--- src/design/bpm_pkg.sv ---
// Shared types, codes and reset values of the polled bus master.
package bpm_pkg;

    // Default number of nodes on the bus, polled as addresses 1..NODE_COUNT.
    localparam int NODE_COUNT_DEF = 16;

    // Stream and configuration port widths.
    localparam int TDATA_IN_W    = 64;
    localparam int TUSER_IN_W    = 3;
    localparam int TDATA_OUT_W   = 64;
    localparam int OUT_DATA_BITS = 61;
    localparam int TUSER_OUT_W   = 4;
    localparam int CFG_INDEX_W   = 3;
    localparam int CFG_DATA_W    = 20;

    // Register values after reset.
    localparam logic        RST_SELF_TEST_EN   = 1'b0;
    localparam logic [7:0]  RST_SELF_TEST_NODE = 8'd1;
    localparam logic [19:0] RST_TIMEOUT_US     = 20'd6000;
    localparam logic [19:0] RST_BACKOFF_US     = 20'd2000;
    localparam logic [19:0] RST_IDLE_US        = 20'd4000;
    localparam logic [19:0] RST_SELF_TEST_US   = 20'd1000;
    localparam logic [3:0]  RST_MAX_RETRY      = 4'd3;

    // First message id after reset; id zero is never used.
    localparam logic [15:0] MSG_ID_FIRST = 16'd1;

    // Input operation codes. The fourth code is ignored.
    typedef enum logic [1:0] {
        OP_TIME_STEP = 2'd0,
        OP_FRAME     = 2'd1,
        OP_CRC_ERROR = 2'd2
    } op_t;

    // Event codes reported with each result.
    typedef enum logic [2:0] {
        EV_NONE      = 3'd0,
        EV_POLL_SENT = 3'd1,
        EV_ACK       = 3'd2,
        EV_IGNORED   = 3'd3,
        EV_RETRY     = 3'd4,
        EV_TIMEOUT   = 3'd5,
        EV_CRC_ERROR = 3'd6
    } ev_kind_t;

    // Configuration register indexes.
    typedef enum logic [CFG_INDEX_W-1:0] {
        CFG_SELF_TEST_EN   = 3'd0,
        CFG_SELF_TEST_NODE = 3'd1,
        CFG_TIMEOUT_US     = 3'd2,
        CFG_BACKOFF_US     = 3'd3,
        CFG_IDLE_US        = 3'd4,
        CFG_SELF_TEST_US   = 3'd5,
        CFG_MAX_RETRY      = 3'd6
    } cfg_index_t;

    // Current configuration as seen by the core.
    typedef struct packed {
        logic        self_test_enable;
        logic [7:0]  self_test_node;
        logic [19:0] ack_wait_us;
        logic [19:0] resend_delay_us;
        logic [19:0] idle_poll_us;
        logic [19:0] self_test_interval_us;
        logic [3:0]  max_retry;
    } cfg_t;

    // One input item.
    typedef struct packed {
        logic [1:0]  operation;
        logic [31:0] now_us;
        logic [7:0]  rx_node;
        logic [15:0] rx_msg_id;
        logic        rx_is_ack;
        logic [7:0]  rx_len;
    } in_item_t;

    // One result item.
    typedef struct packed {
        logic        handled;
        ev_kind_t    event_kind;
        logic [7:0]  event_node;
        logic [15:0] event_msg_id;
        logic [31:0] round_trip_us;
        logic [4:0]  online_count;
    } result_t;

endpackage

--- src/design/bpm_cfg_regs.sv ---
// Configuration register file of the polled bus master.
module bpm_cfg_regs (
    input  logic                             clk,
    input  logic                             rst_n,
    input  logic                             cfg_valid,
    output logic                             cfg_ready,
    input  logic [bpm_pkg::CFG_INDEX_W-1:0]  cfg_index,
    input  logic [bpm_pkg::CFG_DATA_W-1:0]   cfg_data,
    output bpm_pkg::cfg_t                    cfg
);
    import bpm_pkg::*;

    cfg_t cfg_reg;
    cfg_t cfg_next;

    // Writes are always taken.
    assign cfg_ready = 1'b1;
    assign cfg       = cfg_reg;

    // Decode the register index; an index past the list changes nothing.
    always_comb
    begin
        cfg_next = cfg_reg;
        if (cfg_valid)
        begin
            case (cfg_index)
                CFG_SELF_TEST_EN:   cfg_next.self_test_enable      = cfg_data[0];
                CFG_SELF_TEST_NODE: cfg_next.self_test_node        = cfg_data[7:0];
                CFG_TIMEOUT_US:     cfg_next.ack_wait_us           = cfg_data;
                CFG_BACKOFF_US:     cfg_next.resend_delay_us       = cfg_data;
                CFG_IDLE_US:        cfg_next.idle_poll_us          = cfg_data;
                CFG_SELF_TEST_US:   cfg_next.self_test_interval_us = cfg_data;
                CFG_MAX_RETRY:      cfg_next.max_retry             = cfg_data[3:0];
                default:            cfg_next = cfg_reg;
            endcase
        end
    end

    always_ff @(posedge clk or negedge rst_n)
    begin
        if (!rst_n)
        begin
            cfg_reg.self_test_enable      <= RST_SELF_TEST_EN;
            cfg_reg.self_test_node        <= RST_SELF_TEST_NODE;
            cfg_reg.ack_wait_us           <= RST_TIMEOUT_US;
            cfg_reg.resend_delay_us       <= RST_BACKOFF_US;
            cfg_reg.idle_poll_us          <= RST_IDLE_US;
            cfg_reg.self_test_interval_us <= RST_SELF_TEST_US;
            cfg_reg.max_retry             <= RST_MAX_RETRY;
        end
        else
        begin
            cfg_reg <= cfg_next;
        end
    end

endmodule

--- src/design/bpm_in_stage.sv ---
// Input register of the polled bus master: holds one accepted transaction.
module bpm_in_stage (
    input  logic                            clk,
    input  logic                            rst_n,
    input  logic                            s_tvalid,
    output logic                            s_tready,
    input  logic [bpm_pkg::TDATA_IN_W-1:0]  s_tdata,
    input  logic [bpm_pkg::TUSER_IN_W-1:0]  s_tuser,
    input  logic                            advance,
    output logic                            item_valid,
    output bpm_pkg::in_item_t               item
);
    import bpm_pkg::*;

    logic     valid_reg;
    logic     valid_next;
    in_item_t item_reg;
    in_item_t item_in;
    logic     take;

    // The register frees up in the same cycle that the core consumes it.
    assign s_tready   = !valid_reg || advance;
    assign take       = s_tvalid && s_tready;
    assign item_valid = valid_reg;
    assign item       = item_reg;

    // Unpack the stream fields.
    always_comb
    begin
        item_in.operation = s_tuser[1:0];
        item_in.rx_is_ack = s_tuser[2];
        item_in.now_us    = s_tdata[31:0];
        item_in.rx_node   = s_tdata[39:32];
        item_in.rx_msg_id = s_tdata[55:40];
        item_in.rx_len    = s_tdata[63:56];
    end

    always_comb
    begin
        if (take)
            valid_next = 1'b1;
        else if (advance)
            valid_next = 1'b0;
        else
            valid_next = valid_reg;
    end

    always_ff @(posedge clk or negedge rst_n)
    begin
        if (!rst_n)
            valid_reg <= 1'b0;
        else
            valid_reg <= valid_next;
    end

    // Payload needs no reset.
    always_ff @(posedge clk)
    begin
        if (take)
            item_reg <= item_in;
    end

endmodule

--- src/design/bpm_core.sv ---
// Poll scheduler, acknowledgement matching and retry logic with the node table.
module bpm_core #(
    parameter int NODE_COUNT = bpm_pkg::NODE_COUNT_DEF
) (
    input  logic               clk,
    input  logic               rst_n,
    input  bpm_pkg::cfg_t      cfg,
    input  logic               step,
    input  bpm_pkg::in_item_t  item,
    output bpm_pkg::result_t   result
);
    import bpm_pkg::*;

    localparam int IDX_W = (NODE_COUNT > 1) ? $clog2(NODE_COUNT) : 1;
    localparam int CNT_W = $clog2(NODE_COUNT + 1);
    localparam logic [7:0]       NODE_MAX = 8'(NODE_COUNT);
    localparam logic [IDX_W-1:0] IDX_LAST = IDX_W'(NODE_COUNT - 1);

    // Node table.
    logic       online_reg  [NODE_COUNT];
    logic [3:0] retries_reg [NODE_COUNT];

    // Scheduler state.
    logic [CNT_W-1:0] total_reg,       total_next;
    logic [IDX_W-1:0] rr_index_reg,    rr_index_next;
    logic [7:0]       pending_node_reg, pending_node_next;
    logic             awaiting_reg,    awaiting_next;
    logic             resend_reg,      resend_next;
    logic [15:0]      outstanding_reg, outstanding_next;
    logic [15:0]      msg_counter_reg, msg_counter_next;
    logic [31:0]      request_time_reg, request_time_next;
    logic [31:0]      next_poll_reg,   next_poll_next;

    // Table write for the pending node.
    logic             tbl_we;
    logic             tbl_online_wr;
    logic [3:0]       tbl_retries_wr;

    logic [7:0]       pend_off;
    logic             pend_in_range;
    logic [IDX_W-1:0] pend_idx;
    logic             cur_online;
    logic [3:0]       cur_retries;
    logic [3:0]       retries_inc;

    logic [19:0]      gap;
    logic [31:0]      since_req;
    logic [31:0]      poll_diff;
    logic [31:0]      now_plus_gap;
    logic [31:0]      now_plus_backoff;
    logic [31:0]      now_plus_timeout;
    logic [15:0]      msg_counter_inc;
    logic [7:0]       rr_node;
    logic             ack_match;
    logic [CNT_W+4:0] total_ext;

    // Both an acknowledgement and a timeout only ever touch the pending node.
    assign pend_off      = pending_node_reg - 8'd1;
    assign pend_in_range = (pending_node_reg != 8'd0) && (pending_node_reg <= NODE_MAX);
    assign pend_idx      = pend_off[IDX_W-1:0];
    assign cur_online    = pend_in_range ? online_reg[pend_idx] : 1'b0;
    assign cur_retries   = pend_in_range ? retries_reg[pend_idx] : 4'd0;
    assign retries_inc   = cur_retries + 4'd1;

    // Time arithmetic, all modulo 2^32.
    assign gap              = cfg.self_test_enable ? cfg.self_test_interval_us
                                                   : cfg.idle_poll_us;
    assign since_req        = item.now_us - request_time_reg;
    assign poll_diff        = item.now_us - next_poll_reg;
    assign now_plus_gap     = item.now_us + {12'd0, gap};
    assign now_plus_backoff = item.now_us + {12'd0, cfg.resend_delay_us};
    assign now_plus_timeout = item.now_us + {12'd0, cfg.ack_wait_us};

    // Message ids skip zero.
    assign msg_counter_inc = (msg_counter_reg == 16'hFFFF) ? MSG_ID_FIRST
                                                           : msg_counter_reg + 16'd1;
    assign rr_node         = 8'(rr_index_reg) + 8'd1;

    assign ack_match = item.rx_is_ack && (item.rx_len == 8'd0) && awaiting_reg &&
                       (item.rx_node == pending_node_reg) &&
                       (item.rx_msg_id == outstanding_reg) && pend_in_range;

    // Next state and result for the item in the input register.
    always_comb
    begin
        total_next        = total_reg;
        rr_index_next     = rr_index_reg;
        pending_node_next = pending_node_reg;
        awaiting_next     = awaiting_reg;
        resend_next       = resend_reg;
        outstanding_next  = outstanding_reg;
        msg_counter_next  = msg_counter_reg;
        request_time_next = request_time_reg;
        next_poll_next    = next_poll_reg;
        tbl_we            = 1'b0;
        tbl_online_wr     = cur_online;
        tbl_retries_wr    = cur_retries;

        result.handled       = 1'b0;
        result.event_kind    = EV_NONE;
        result.event_node    = 8'd0;
        result.event_msg_id  = 16'd0;
        result.round_trip_us = 32'd0;

        case (item.operation)
            OP_CRC_ERROR:
            begin
                result.handled    = 1'b1;
                result.event_kind = EV_CRC_ERROR;
            end
            OP_FRAME:
            begin
                result.handled      = 1'b1;
                result.event_node   = item.rx_node;
                result.event_msg_id = item.rx_msg_id;
                if (ack_match)
                begin
                    awaiting_next     = 1'b0;
                    resend_next       = 1'b0;
                    pending_node_next = 8'd0;
                    request_time_next = 32'd0;
                    next_poll_next    = now_plus_gap;
                    tbl_we            = 1'b1;
                    tbl_online_wr     = 1'b1;
                    tbl_retries_wr    = 4'd0;
                    if (!cur_online)
                        total_next = total_reg + CNT_W'(1);
                    result.event_kind    = EV_ACK;
                    result.round_trip_us = since_req;
                end
                else
                begin
                    result.event_kind = EV_IGNORED;
                end
            end
            OP_TIME_STEP:
            begin
                if (awaiting_reg)
                begin
                    if (since_req > {12'd0, cfg.ack_wait_us})
                    begin
                        awaiting_next     = 1'b0;
                        request_time_next = 32'd0;
                        if (!pend_in_range)
                        begin
                            // Stray pending address: drop the poll silently.
                            resend_next      = 1'b0;
                            outstanding_next = 16'd0;
                            next_poll_next   = now_plus_gap;
                        end
                        else
                        begin
                            result.handled      = 1'b1;
                            result.event_node   = pending_node_reg;
                            result.event_msg_id = outstanding_reg;
                            tbl_we              = 1'b1;
                            if (retries_inc < cfg.max_retry)
                            begin
                                tbl_retries_wr    = retries_inc;
                                resend_next       = 1'b1;
                                next_poll_next    = now_plus_backoff;
                                result.event_kind = EV_RETRY;
                            end
                            else
                            begin
                                // Retry limit reached: the node goes offline.
                                tbl_online_wr     = 1'b0;
                                tbl_retries_wr    = 4'd0;
                                if (cur_online)
                                    total_next = total_reg - CNT_W'(1);
                                pending_node_next = 8'd0;
                                resend_next       = 1'b0;
                                outstanding_next  = 16'd0;
                                next_poll_next    = now_plus_gap;
                                result.event_kind = EV_TIMEOUT;
                            end
                        end
                    end
                end
                else if (!poll_diff[31])
                begin
                    // Poll is due: resend the last poll or start a new one.
                    result.handled    = 1'b1;
                    result.event_kind = EV_POLL_SENT;
                    if (resend_reg)
                    begin
                        resend_next         = 1'b0;
                        result.event_node   = pending_node_reg;
                        result.event_msg_id = outstanding_reg;
                    end
                    else
                    begin
                        pending_node_next   = cfg.self_test_enable ? cfg.self_test_node
                                                                   : rr_node;
                        result.event_node   = pending_node_next;
                        result.event_msg_id = msg_counter_reg;
                        outstanding_next    = msg_counter_reg;
                        msg_counter_next    = msg_counter_inc;
                        if (!cfg.self_test_enable)
                            rr_index_next = (rr_index_reg == IDX_LAST) ? '0
                                                                       : rr_index_reg + IDX_W'(1);
                    end
                    awaiting_next     = 1'b1;
                    request_time_next = item.now_us;
                    next_poll_next    = now_plus_timeout;
                end
            end
            default:
            begin
                result.handled = 1'b0;
            end
        endcase

        // The online count reported is the one after this item.
        total_ext           = {5'd0, total_next};
        result.online_count = total_ext[4:0];
    end

    always_ff @(posedge clk or negedge rst_n)
    begin
        if (!rst_n)
        begin
            total_reg        <= '0;
            rr_index_reg     <= '0;
            pending_node_reg <= 8'd0;
            awaiting_reg     <= 1'b0;
            resend_reg       <= 1'b0;
            outstanding_reg  <= 16'd0;
            msg_counter_reg  <= MSG_ID_FIRST;
            request_time_reg <= 32'd0;
            next_poll_reg    <= {12'd0, RST_IDLE_US};
        end
        else if (step)
        begin
            total_reg        <= total_next;
            rr_index_reg     <= rr_index_next;
            pending_node_reg <= pending_node_next;
            awaiting_reg     <= awaiting_next;
            resend_reg       <= resend_next;
            outstanding_reg  <= outstanding_next;
            msg_counter_reg  <= msg_counter_next;
            request_time_reg <= request_time_next;
            next_poll_reg    <= next_poll_next;
        end
    end

    // Node table update, one entry per item at most.
    always_ff @(posedge clk or negedge rst_n)
    begin
        if (!rst_n)
        begin
            for (int i = 0; i < NODE_COUNT; i++)
            begin
                online_reg[i]  <= 1'b0;
                retries_reg[i] <= 4'd0;
            end
        end
        else if (step && tbl_we)
        begin
            online_reg[pend_idx]  <= tbl_online_wr;
            retries_reg[pend_idx] <= tbl_retries_wr;
        end
    end

endmodule

--- src/design/bpm_out_stage.sv ---
// Result register of the polled bus master, driving the output stream.
module bpm_out_stage (
    input  logic                             clk,
    input  logic                             rst_n,
    input  logic                             load,
    input  bpm_pkg::result_t                 result,
    output logic                             advance,
    output logic                             m_tvalid,
    input  logic                             m_tready,
    output logic [bpm_pkg::TDATA_OUT_W-1:0]  m_tdata,
    output logic [bpm_pkg::TUSER_OUT_W-1:0]  m_tuser
);
    import bpm_pkg::*;

    logic    valid_reg;
    logic    valid_next;
    result_t result_reg;

    // A new result may enter while the current one is being taken.
    assign advance  = !valid_reg || m_tready;
    assign m_tvalid = valid_reg;

    // Pack the result fields, lowest field first.
    assign m_tdata = {{(TDATA_OUT_W - OUT_DATA_BITS){1'b0}},
                      result_reg.online_count, result_reg.round_trip_us,
                      result_reg.event_msg_id, result_reg.event_node};
    assign m_tuser = {result_reg.event_kind, result_reg.handled};

    always_comb
    begin
        if (load)
            valid_next = 1'b1;
        else if (m_tready)
            valid_next = 1'b0;
        else
            valid_next = valid_reg;
    end

    always_ff @(posedge clk or negedge rst_n)
    begin
        if (!rst_n)
            valid_reg <= 1'b0;
        else
            valid_reg <= valid_next;
    end

    always_ff @(posedge clk)
    begin
        if (load)
            result_reg <= result;
    end

endmodule

--- src/design/bus_poll_master_retry.sv ---
// Top level of the polled bus master with timeout and retry.
//
//  Channel  Direction  Handshake           Contents
//  s_*      in         s_tvalid/s_tready   bus event or time step
//  m_*      out        m_tvalid/m_tready   one result per input transaction
//  cfg_*    in         cfg_valid/cfg_ready register index and write data
//
// Each transaction waits in the input register and is resolved through the
// combinational core into the result register, with the core state updated
// at the same edge; one transaction per cycle is sustained unless m_tready stalls.
// A stall on m_tready holds the result and backs up to s_tready after the
// input register fills. Reset clears the node table and scheduler state at once.
module bus_poll_master_retry #(
    parameter int NODE_COUNT = bpm_pkg::NODE_COUNT_DEF
) (
    input  logic                             clk,
    input  logic                             rst_n,
    input  logic                             s_tvalid,
    output logic                             s_tready,
    // now_us, rx_node, rx_msg_id, rx_len
    input  logic [bpm_pkg::TDATA_IN_W-1:0]   s_tdata,
    // operation, rx_is_ack
    input  logic [bpm_pkg::TUSER_IN_W-1:0]   s_tuser,
    output logic                             m_tvalid,
    input  logic                             m_tready,
    // event_node, event_msg_id, round_trip_us, online_count, zero padding
    output logic [bpm_pkg::TDATA_OUT_W-1:0]  m_tdata,
    // handled, event_kind
    output logic [bpm_pkg::TUSER_OUT_W-1:0]  m_tuser,
    input  logic                             cfg_valid,
    output logic                             cfg_ready,
    input  logic [bpm_pkg::CFG_INDEX_W-1:0]  cfg_index,
    input  logic [bpm_pkg::CFG_DATA_W-1:0]   cfg_data
);
    import bpm_pkg::*;

    cfg_t     cfg;
    in_item_t item;
    result_t  result;
    logic     item_valid;
    logic     advance;
    logic     step;

    // An item is resolved when it is present and the result register can load.
    assign step = item_valid && advance;

    bpm_cfg_regs u_cfg (
        .clk       (clk),
        .rst_n     (rst_n),
        .cfg_valid (cfg_valid),
        .cfg_ready (cfg_ready),
        .cfg_index (cfg_index),
        .cfg_data  (cfg_data),
        .cfg       (cfg)
    );

    bpm_in_stage u_in (
        .clk        (clk),
        .rst_n      (rst_n),
        .s_tvalid   (s_tvalid),
        .s_tready   (s_tready),
        .s_tdata    (s_tdata),
        .s_tuser    (s_tuser),
        .advance    (advance),
        .item_valid (item_valid),
        .item       (item)
    );

    bpm_core #(
        .NODE_COUNT (NODE_COUNT)
    ) u_core (
        .clk    (clk),
        .rst_n  (rst_n),
        .cfg    (cfg),
        .step   (step),
        .item   (item),
        .result (result)
    );

    bpm_out_stage u_out (
        .clk      (clk),
        .rst_n    (rst_n),
        .load     (step),
        .result   (result),
        .advance  (advance),
        .m_tvalid (m_tvalid),
        .m_tready (m_tready),
        .m_tdata  (m_tdata),
        .m_tuser  (m_tuser)
    );

endmodule

--- config.mk ---
export PLATFORM = sky130hd
export DESIGN_NAME = bus_poll_master_retry
export DESIGN_NICKNAME = d
export VERILOG_FILES = /design/src/design/bpm_pkg.sv /design/src/design/bpm_cfg_regs.sv /design/src/design/bpm_in_stage.sv /design/src/design/bpm_core.sv /design/src/design/bpm_out_stage.sv /design/src/design/bus_poll_master_retry.sv
export SDC_FILE = /design/constraint.sdc
export NUM_CORES = 1
export LEC_CHECK = 0
export ABC_CLOCK_PERIOD_IN_PS = 11900
export BUFFER_PORTS_ARGS = -buffer_cell sky130_fd_sc_hd__buf_4
export CORE_MARGIN = 5
export CORE_UTILIZATION = 38
export DETAILED_ROUTE_END_ITERATION = 7
export PLACE_DENSITY = 0.65
export SLEW_MARGIN = 20
export SYNTH_ARGS = -nofsm -noshare
export SYNTH_HDL_FRONTEND = slang
export SYNTH_HIERARCHICAL = 1
export SYNTH_SLANG_ARGS = --single-unit
--- constraint.sdc ---
create_clock -name clk -period 11.9 [get_ports clk]
set_clock_uncertainty 0.2 [all_clocks]
set_input_delay 1.19 -clock clk [delete_from_list [all_inputs] [get_ports clk]]
set_output_delay 1.19 -clock clk [all_outputs]
set_load 0.05 [all_outputs]
==> metrics, run 1 <==
Hold Path Origin u_core/next_poll_reg[16]; share of cells above drive strength 1 22.9%; Port Buffers 161; Hold Path Class reg2reg; largest buffer count on any clock path 3; vias after detailed routing 18700; Slew Viols, Final 0; max incr delay on CP 0.78 ns; family with the most delay on the worst path compound AO/OA/AOI/OAI gates; Cell Pwr Density 198 mW/mm²; Core Area 0.0661 mm²; Syn Std Cell Area 0.0254 mm²; FMAX 135 MHz; Seq/Total Area, Yosys 44.3%; placed insts 3230; grt total ovfl 0; Startpoint Class flop; Ys Warns 6; period utilization 62.3%; CP Class reg2reg; routability cong. 0.929; crit path to u_core/next_poll_reg[14]; slowest CP cell buf_4; CTS HTree Levels 2; initial DRC count 1406; Post-synth EDFFs 132; CP Data Arrival Time 7.69 ns; CTS tree done; CTS Root Cell clkbuf_16; CTS Sinks 422; Max Cap Viol 0; Die Wd 269 µm; Post-DRT Antenna Nets 0; Area Overhead vs Synth 14.5%; worst reg-to-reg path cell count 27; Clock Pin Slew Worst Setup and Hold Paths 0.06 ns; Pre-antenna DRT Iters 8; Primary FF master, synth dfrtp_1; largest net degree at the start of global routing 148; Fillers 6133; cts hold-fix bufs 0; RR Endpoint u_core/next_poll_reg[14]; asr flop ratio synth 68.7%; pin slew with the least headroom to its limit 1.10 ns; #FFs+latches synth 422; post-synth cell types 104; Die ar. 0.0722 mm²; Crit. Startpoint u_in/item[33]; post-CTS sizing 0; Initial Utilization 38.5%; DRT Wirelength 72.8 mm; non-filler cells, final 3324; Req. time, crit path 12.17 ns; DRC violations left 0; CTS Buf Count 50; antenna violations before repair 0; post-CTS setup buffers 0; Critical Path Stages 27; die height 269 µm; Buf/Inv on CP 3; Final Setup Violations 0; Tot Pwr 0.00577 W; cell row count 94; # IOs 166; ant diodes 0; RSZ-0062 raised after global routing false; status finished clean; Skew-Pair Late Insertion Delay 0.61 ns; FF-to-FF setup slack 4.49 ns; Post-Syn Area per Cell 11.1 µm²; number of global-route vias before repair 19000; crit end category flop; first-pass GRT wire length 112 mm; GRT Util Overall 19.6%; Tmin final 7.41 ns; worst r2r src u_in/item[33]; nets 2674; max reg flops 93; HPWL Detailed 53.0 mm; final setup TNS 0 ns; most numerous cell on the critical path a21oi_1; Worst slew margin 26.9%; static leakage 13.0 nW; WL per Instance 21.9 µm; DR vias/cell 5.63; critical path fanouts, max 47; peak supply drop 0.135 mV; Hold Violations, Final 0; Cells after Synth 2281
placed cells by master (no fill, tap or decap), types with 64 or more instances in the layout:
| cell | count |
|---|---|
| dfrtp_1 | 255 |
| mux2_2 | 144 |
| inv_1 | 125 |
| buf_4 | 182 |
| nor2_1 | 89 |
| edfxtp_1 | 132 |
| xnor2_1 | 80 |
| mux2i_1 | 64 |
| a21oi_1 | 119 |
| nand2_1 | 185 |
| ha_1 | 156 |
where the power goes:
group          switching [W]  internal [W]
clock               0.000646      0.000937
sequential          0.000180       0.00176
combinational        0.00135      0.000896
total                0.00218       0.00359
metal layers:
| layer | track usage [%] | routed length, µm | up-vias |
|---|---|---|---|
| met2 | 33.7 | 35700 | 536 |
| met1 | 25.8 | 31000 | 9349 |
| li1 | - | - | 8693 |
| met4 | 6.27 | 2460 | 0 |
| met5 | 0 | 0 | - |
| met3 | 2.63 | 3650 | 127 |
synthesized netlist by cell type (7+ instances only):
library cell	number	area share, %
a22oi_1	31	0.92
o21ai_0	61	1.2
inv_1	125	1.8
o211ai_1	10	0.30
o221ai_1	9	0.31
buf_2	20	0.39
dfstp_2	35	3.6
a31oi_1	19	0.47
o21ai_1	19	0.37
nand3b_1	7	0.21
or3_1	17	0.42
xnor2_1	81	2.8
and3_1	37	0.91
edfxtp_1	132	16
nor2_1	90	1.3
o22ai_1	16	0.39
and2_1	11	0.27
mux4_2	21	1.9
a22o_1	23	0.79
mux2_2	144	6.4
mux2_4	50	3.0
a211oi_1	13	0.38
nand2_1	185	2.7
o21a_1	22	0.65
a21oi_1	119	2.3
a32o_1	8	0.31
a211o_1	7	0.24
ha_1	157	7.7
clkbuf_1	59	0.87
xor2_1	41	1.4
nor3_1	32	0.63
mux2i_1	64	2.5
a221oi_1	7	0.24
nand3_1	47	0.93
a21o_1	42	1.2
o21bai_1	8	0.24
nand4_1	32	0.79
dfrtp_1	255	25
nor2b_1	26	0.64
nand2b_1	20	0.49
mux2_1	15	0.66
nor4_1	9	0.22
area by class of cell:
type | count | area (µm²) | share of cell area [%]
inverters | 126 | 473 | 1.63
clock buffers | 70 | 1440 | 4.94
well taps | 864 | 1080 | 3.71
flip-flops and latches | 422 | 11300 | 38.7
multi-input cells | 1634 | 13200 | 45.3
repair buffers | 184 | 1400 | 4.81
clock inverters | 24 | 270 | 0.929
how the worst min path moves through the flow:
stage | to | slack [ns] | depth (start not counted)
global placement | u_core/retries_reg[23] | 0.27 | 1
CTS | u_core/next_poll_reg[16] | 0.29 | 1
floorplan | u_core/online_reg[5] | 0.26 | 1
global route | u_core/next_poll_reg[14] | 0.30 | 1
finish | u_core/next_poll_reg[16] | 0.29 | 1
detailed placement | u_core/online_reg[5] | 0.28 | 1
metrics by stage:
| stage | setup WS (ns) | utilization (%) | hold slack [ns] | cell area, µm² |
|---|---|---|---|---|
| 6_report | 4.49 | 44.0 | 0.291 | 29100 |
| 3_5_place_dp | 4.62 | 41.4 | 0.280 | 27400 |
| 2_1_floorplan | 6.29 | - | 0.259 | 25400 |
| 5_1_grt | 4.10 | 44.0 | 0.303 | 29100 |
| 3_3_place_gp | 4.72 | 41.4 | 0.275 | 27400 |
| 4_1_cts | 4.59 | 44.0 | 0.293 | 29100 |
kinds of logic (layout without fill, tap and decap cells):
| logic type | after synthesis | after routing | share of synthesized area, % |
|---|---|---|---|
| flops | 422 | 422 | 44.3 |
| other cells | 2 | 4 | 0.0295 |
| buf+inv | 227 | 404 | 4.13 |
| mux | 295 | 295 | 14.4 |
| xor+xnor | 123 | 123 | 4.27 |
| simple gates | 570 | 570 | 11.8 |
| fa+ha+maj | 161 | 161 | 8.04 |
| compound gates | 481 | 481 | 13.0 |
(Power assumes the default switching activity.)
==> run 2: changes to the inputs <==
--- a/config.mk
+++ b/config.mk
@@ -5,12 +5,13 @@
 export SDC_FILE = /design/constraint.sdc
 export NUM_CORES = 1
 export LEC_CHECK = 0
-export ABC_CLOCK_PERIOD_IN_PS = 11900
+export ABC_AREA = 1
+export ABC_CLOCK_PERIOD_IN_PS = 6000
 export BUFFER_PORTS_ARGS = -buffer_cell sky130_fd_sc_hd__buf_4
 export CORE_MARGIN = 5
 export CORE_UTILIZATION = 38
 export DETAILED_ROUTE_END_ITERATION = 7
-export PLACE_DENSITY = 0.65
+export PLACE_DENSITY = 0.67
 export SLEW_MARGIN = 20
 export SYNTH_ARGS = -nofsm -noshare
 export SYNTH_HDL_FRONTEND = slang
==> constraint.sdc (replaced) <==
create_clock -name clk -period 6 [get_ports clk]
set_clock_uncertainty 0.2 [all_clocks]
set_input_delay 0.6 -clock clk [delete_from_list [all_inputs] [get_ports clk]]
set_output_delay 0.6 -clock clk [all_outputs]
set_load 0.05 [all_outputs]
==> metrics, run 2 <==
status finished clean (unchanged); Post-Synth XOR/XNOR Area 3.07% (was 4.27%); number of global-route vias before repair 23400 (was 19000); antenna violations before repair 0 (unchanged); DRT Wirelength 90.7 mm (was 72.8 mm); Comb power frac 48.9% (was 39.0%); final instance area 0.0324 mm² (was 0.0291 mm²); Ys Warns 6 (unchanged); Slew Viols, Final 0 (unchanged); share of cells above drive strength 1 13.6% (was 22.9%); routability cong. 1.00 (was 0.929); final hold slack 0.0265 ns (was 0.291 ns); CTS HTree Levels 2 (unchanged); worst reg-to-reg path cell count 26 (was 27); ranking of synthesized cells by area dfrtp_1 (23%), nand2_1 (17%), edfxtp_1 (14%) (was dfrtp_1 (25%), edfxtp_1 (16%), ha_1 (7.7%)); Cells after Synth 3658 (was 2281); clock power share 22.9% (was 27.4%); Seq/Total Area, Yosys 40.4% (was 44.3%); Core Area 0.0728 mm² (was 0.0661 mm²); ant diodes 0 (unchanged); CTS Sinks 422 (unchanged); #FFs+latches synth 422 (unchanged); static leakage 16.0 nW (was 13.0 nW); CP Data Arrival Time 5.56 ns (was 7.69 ns); Clock Pin Slew Worst Setup and Hold Paths 0.06 ns (about the same); top cell type's share of synthesized area 22.9% (was 25.1%); Syn Std Cell Area 0.0279 mm² (was 0.0254 mm²); Hold Path Stages 3 (was 1); WL per Instance 18.6 µm (was 21.9 µm); DR vias/cell 5.18 (was 5.63); Cell Area, Placed 0.0299 mm² (was 0.0274 mm²); largest net degree at the start of global routing 149 (was 148); dpl ws 0.849 ns (was 4.62 ns); CTS tree done (unchanged); Worst slew margin 23.8% (was 26.9%); main combinational cell family by area after synthesis simple AND/OR/NAND/NOR gates (was multiplexers); P_sw 0.00663 W (was 0.00218 W); mux contribution to synthesized area 0.0359% (was 14.4%); Die ar. 0.0790 mm² (was 0.0722 mm²); FMAX 190 MHz (was 135 MHz); Cell Pwr Density 442 mW/mm² (was 198 mW/mm²); max reg flops 93 (unchanged); Hold Path Class in2reg (was reg2reg); Hold Violations, Final 0 (unchanged); placed insts 4705 (was 3230); Req. time, crit path 6.31 ns (was 12.17 ns); # IOs 166 (unchanged); critical path fanouts, max 41 (was 47); Seq pwr share 28.3% (was 33.6%); Max Cap Viol 0 (unchanged); vias after detailed routing 25200 (was 18700); Initial Utilization 38.3% (was 38.5%); area fraction in compound gates after synthesis 10.6% (was 13.0%); nets 4122 (was 2674); Area Overhead vs Synth 16.1% (was 14.5%); CP Class reg2reg (unchanged); final setup TNS 0 ns (unchanged); HPWL Detailed 67.5 mm (was 53.0 mm); post-synth cell types 69 (was 104); die height 281 µm (was 269 µm); largest buffer count on any clock path 3 (unchanged); CTS Root Cell clkbuf_16 (unchanged); post-synthesis simple-gate area fraction 30.4% (was 11.8%); PnR worst setup slack 0.750 ns (was 4.49 ns); period utilization 87.5% (was 62.3%); Skew-Pair Late Insertion Delay 0.62 ns (was 0.61 ns); cell taking the most area after synthesis dfrtp_1 (unchanged); crit end category flop (unchanged); post-CTS setup buffers 0 (unchanged); DRC violations left 0 (unchanged); Net Sw Frac 46.2% (was 37.8%); Die Wd 281 µm (was 269 µm); Post-DRT Antenna Nets 0 (unchanged); non-filler cells, final 4866 (was 3324); pin slew with the least headroom to its limit 1.14 ns (was 1.10 ns); initial DRC count 2605 (was 1406); CTS Buf Count 50 (unchanged); most frequent cells after synthesis nand2_1 (1297), inv_1 (376), dfrtp_1 (255) (was dfrtp_1 (255), nand2_1 (185), ha_1 (157)); Primary FF master, synth dfrtp_1 (unchanged); Tmin final 5.25 ns (was 7.41 ns); Post-Syn Area per Cell 7.63 µm² (was 11.1 µm²); first-pass GRT wire length 138 mm (was 112 mm); P_int 0.00770 W (was 0.00359 W); grt total ovfl 0 (unchanged); RSZ-0062 raised after global routing false (unchanged); Port Buffers 161 (unchanged); Final Setup Violations 0 (unchanged); Pre-antenna DRT Iters 6 (was 8); commonest non-fill, non-tap cell in the layout nand2_1 (was dfrtp_1); commonest non-fill, non-tap cells in the layout nand2_1 (1297), inv_1 (375), dfrtp_1 (255) (was dfrtp_1 (255), nand2_1 (185), buf_4 (182)); peak supply drop 0.434 mV (was 0.135 mV); asr flop ratio synth 68.7% (unchanged); Post-synth EDFFs 132 (unchanged); GRT Util Overall 22.2% (was 19.6%); Synth Area in Adders 7.33% (was 8.04%); cell row count 99 (was 94); most instantiated library cell after synthesis nand2_1 (was dfrtp_1); Startpoint Class flop (unchanged)
## run 2: cell count changes in the layout (fill, tap and decap cells not counted), moves of 38 or more
cell | before | now
mux2_2 | 144 | 0
nand3_2 | 0 | 38
mux2_4 | 50 | 0
inv_1 | 125 | 375
nand3_1 | 47 | 209
mux2i_1 | 64 | 1
o21ai_0 | 61 | 138
dlygate4sd3_1 | 0 | 68
nor2_1 | 89 | 206
nand2_2 | 0 | 47
a21oi_1 | 119 | 168
xnor2_1 | 80 | 24
nand2_1 | 185 | 1297
## run 2: area by class of cell
type	instances	area [µm²]
fill	7367	40400
multi-input combinational	2708	14400
sequential	422	11300
timing repair buffer	269	2210
inverter	415	1570
clock buffer	63	1350
tap	959	1200
clock inverter	30	413
## run 2: cell families after synthesis
kind of cell	after synthesis
flops	422
mux	1
xor+xnor	97
other cells	2
buf+inv	530
simple gates	1948
compound gates	497
fa+ha+maj	161
## run 2: layer usage
metal / routed length, µm / vias up / global-route usage (%)
li1: - / 12300 / -
met1: 39800 / 11800 / 31.1
met2: 41000 / 951 / 35.2
met3: 6960 / 144 / 4.00
met4: 2890 / 0 / 6.60
met5: 0 / - / 0
## run 2: metrics by stage
stage	utilization, %	power [W]
2_1_floorplan	-	0.00909
3_3_place_gp	41.1	0.0108
3_5_place_dp	41.1	0.0109
4_1_cts	44.5	0.0143
5_1_grt	44.5	0.0153
6_report	44.5	0.0143
## run 2: power by group through the flow
stage,clock network (W),logic [W],registers [W]
finish,0.00328,0.00700,0.00405
global route,0.00347,0.00774,0.00410
floorplan,0,0.00498,0.00412
detailed placement,0,0.00681,0.00408
CTS,0.00336,0.00688,0.00404
global placement,0,0.00674,0.00408
## run 2: worst paths after layout
check / start / end / slack (ns)
worst min register to register: u_cfg/cfg[33] / u_cfg/cfg[33] / 0.26
worst min-delay path: cfg_data[18] / u_cfg/cfg[62] / 0.03
worst max register to register: u_in/item[33] / u_core/pending_node_reg[6] / 0.75
min in group asynchronous: rst_n / u_core/request_time_reg[24] / 0.40
max in group asynchronous: rst_n / u_core/outstanding_reg[5] / 3.84
worst max-delay path: u_in/item[33] / u_core/pending_node_reg[6] / 0.75
## run 2: critical path, cell delays in order (launching register included)
cell	delay (ns)
edfxtp_1	0.50
inv_1	0.17
ha_1	0.17
inv_1	0.09
fa_1	0.46
nand3_1	0.13
nand3_2	0.13
nand2_1	0.09
nand2_1	0.16
xor2_1	0.36
ha_1	0.22
a21oi_1	0.06
o21ai_0	0.32
a21oi_1	0.12
nand2_1	0.09
nand2_1	0.05
nand2_1	0.06
nand2_1	0.12
nand3_2	0.16
nor2_8	0.07
nand4_2	0.09
nand3_4	0.09
inv_4	0.43
buf_4	0.47
nand2_2	0.16
nand2_1	0.10
o21ai_1	0.06
## run 2: what timing repair did
action / CTS / global route
hold buffers: 68 / 0
hold endpoints to repair: 151 / 0
gates resized for setup: 0 / 0
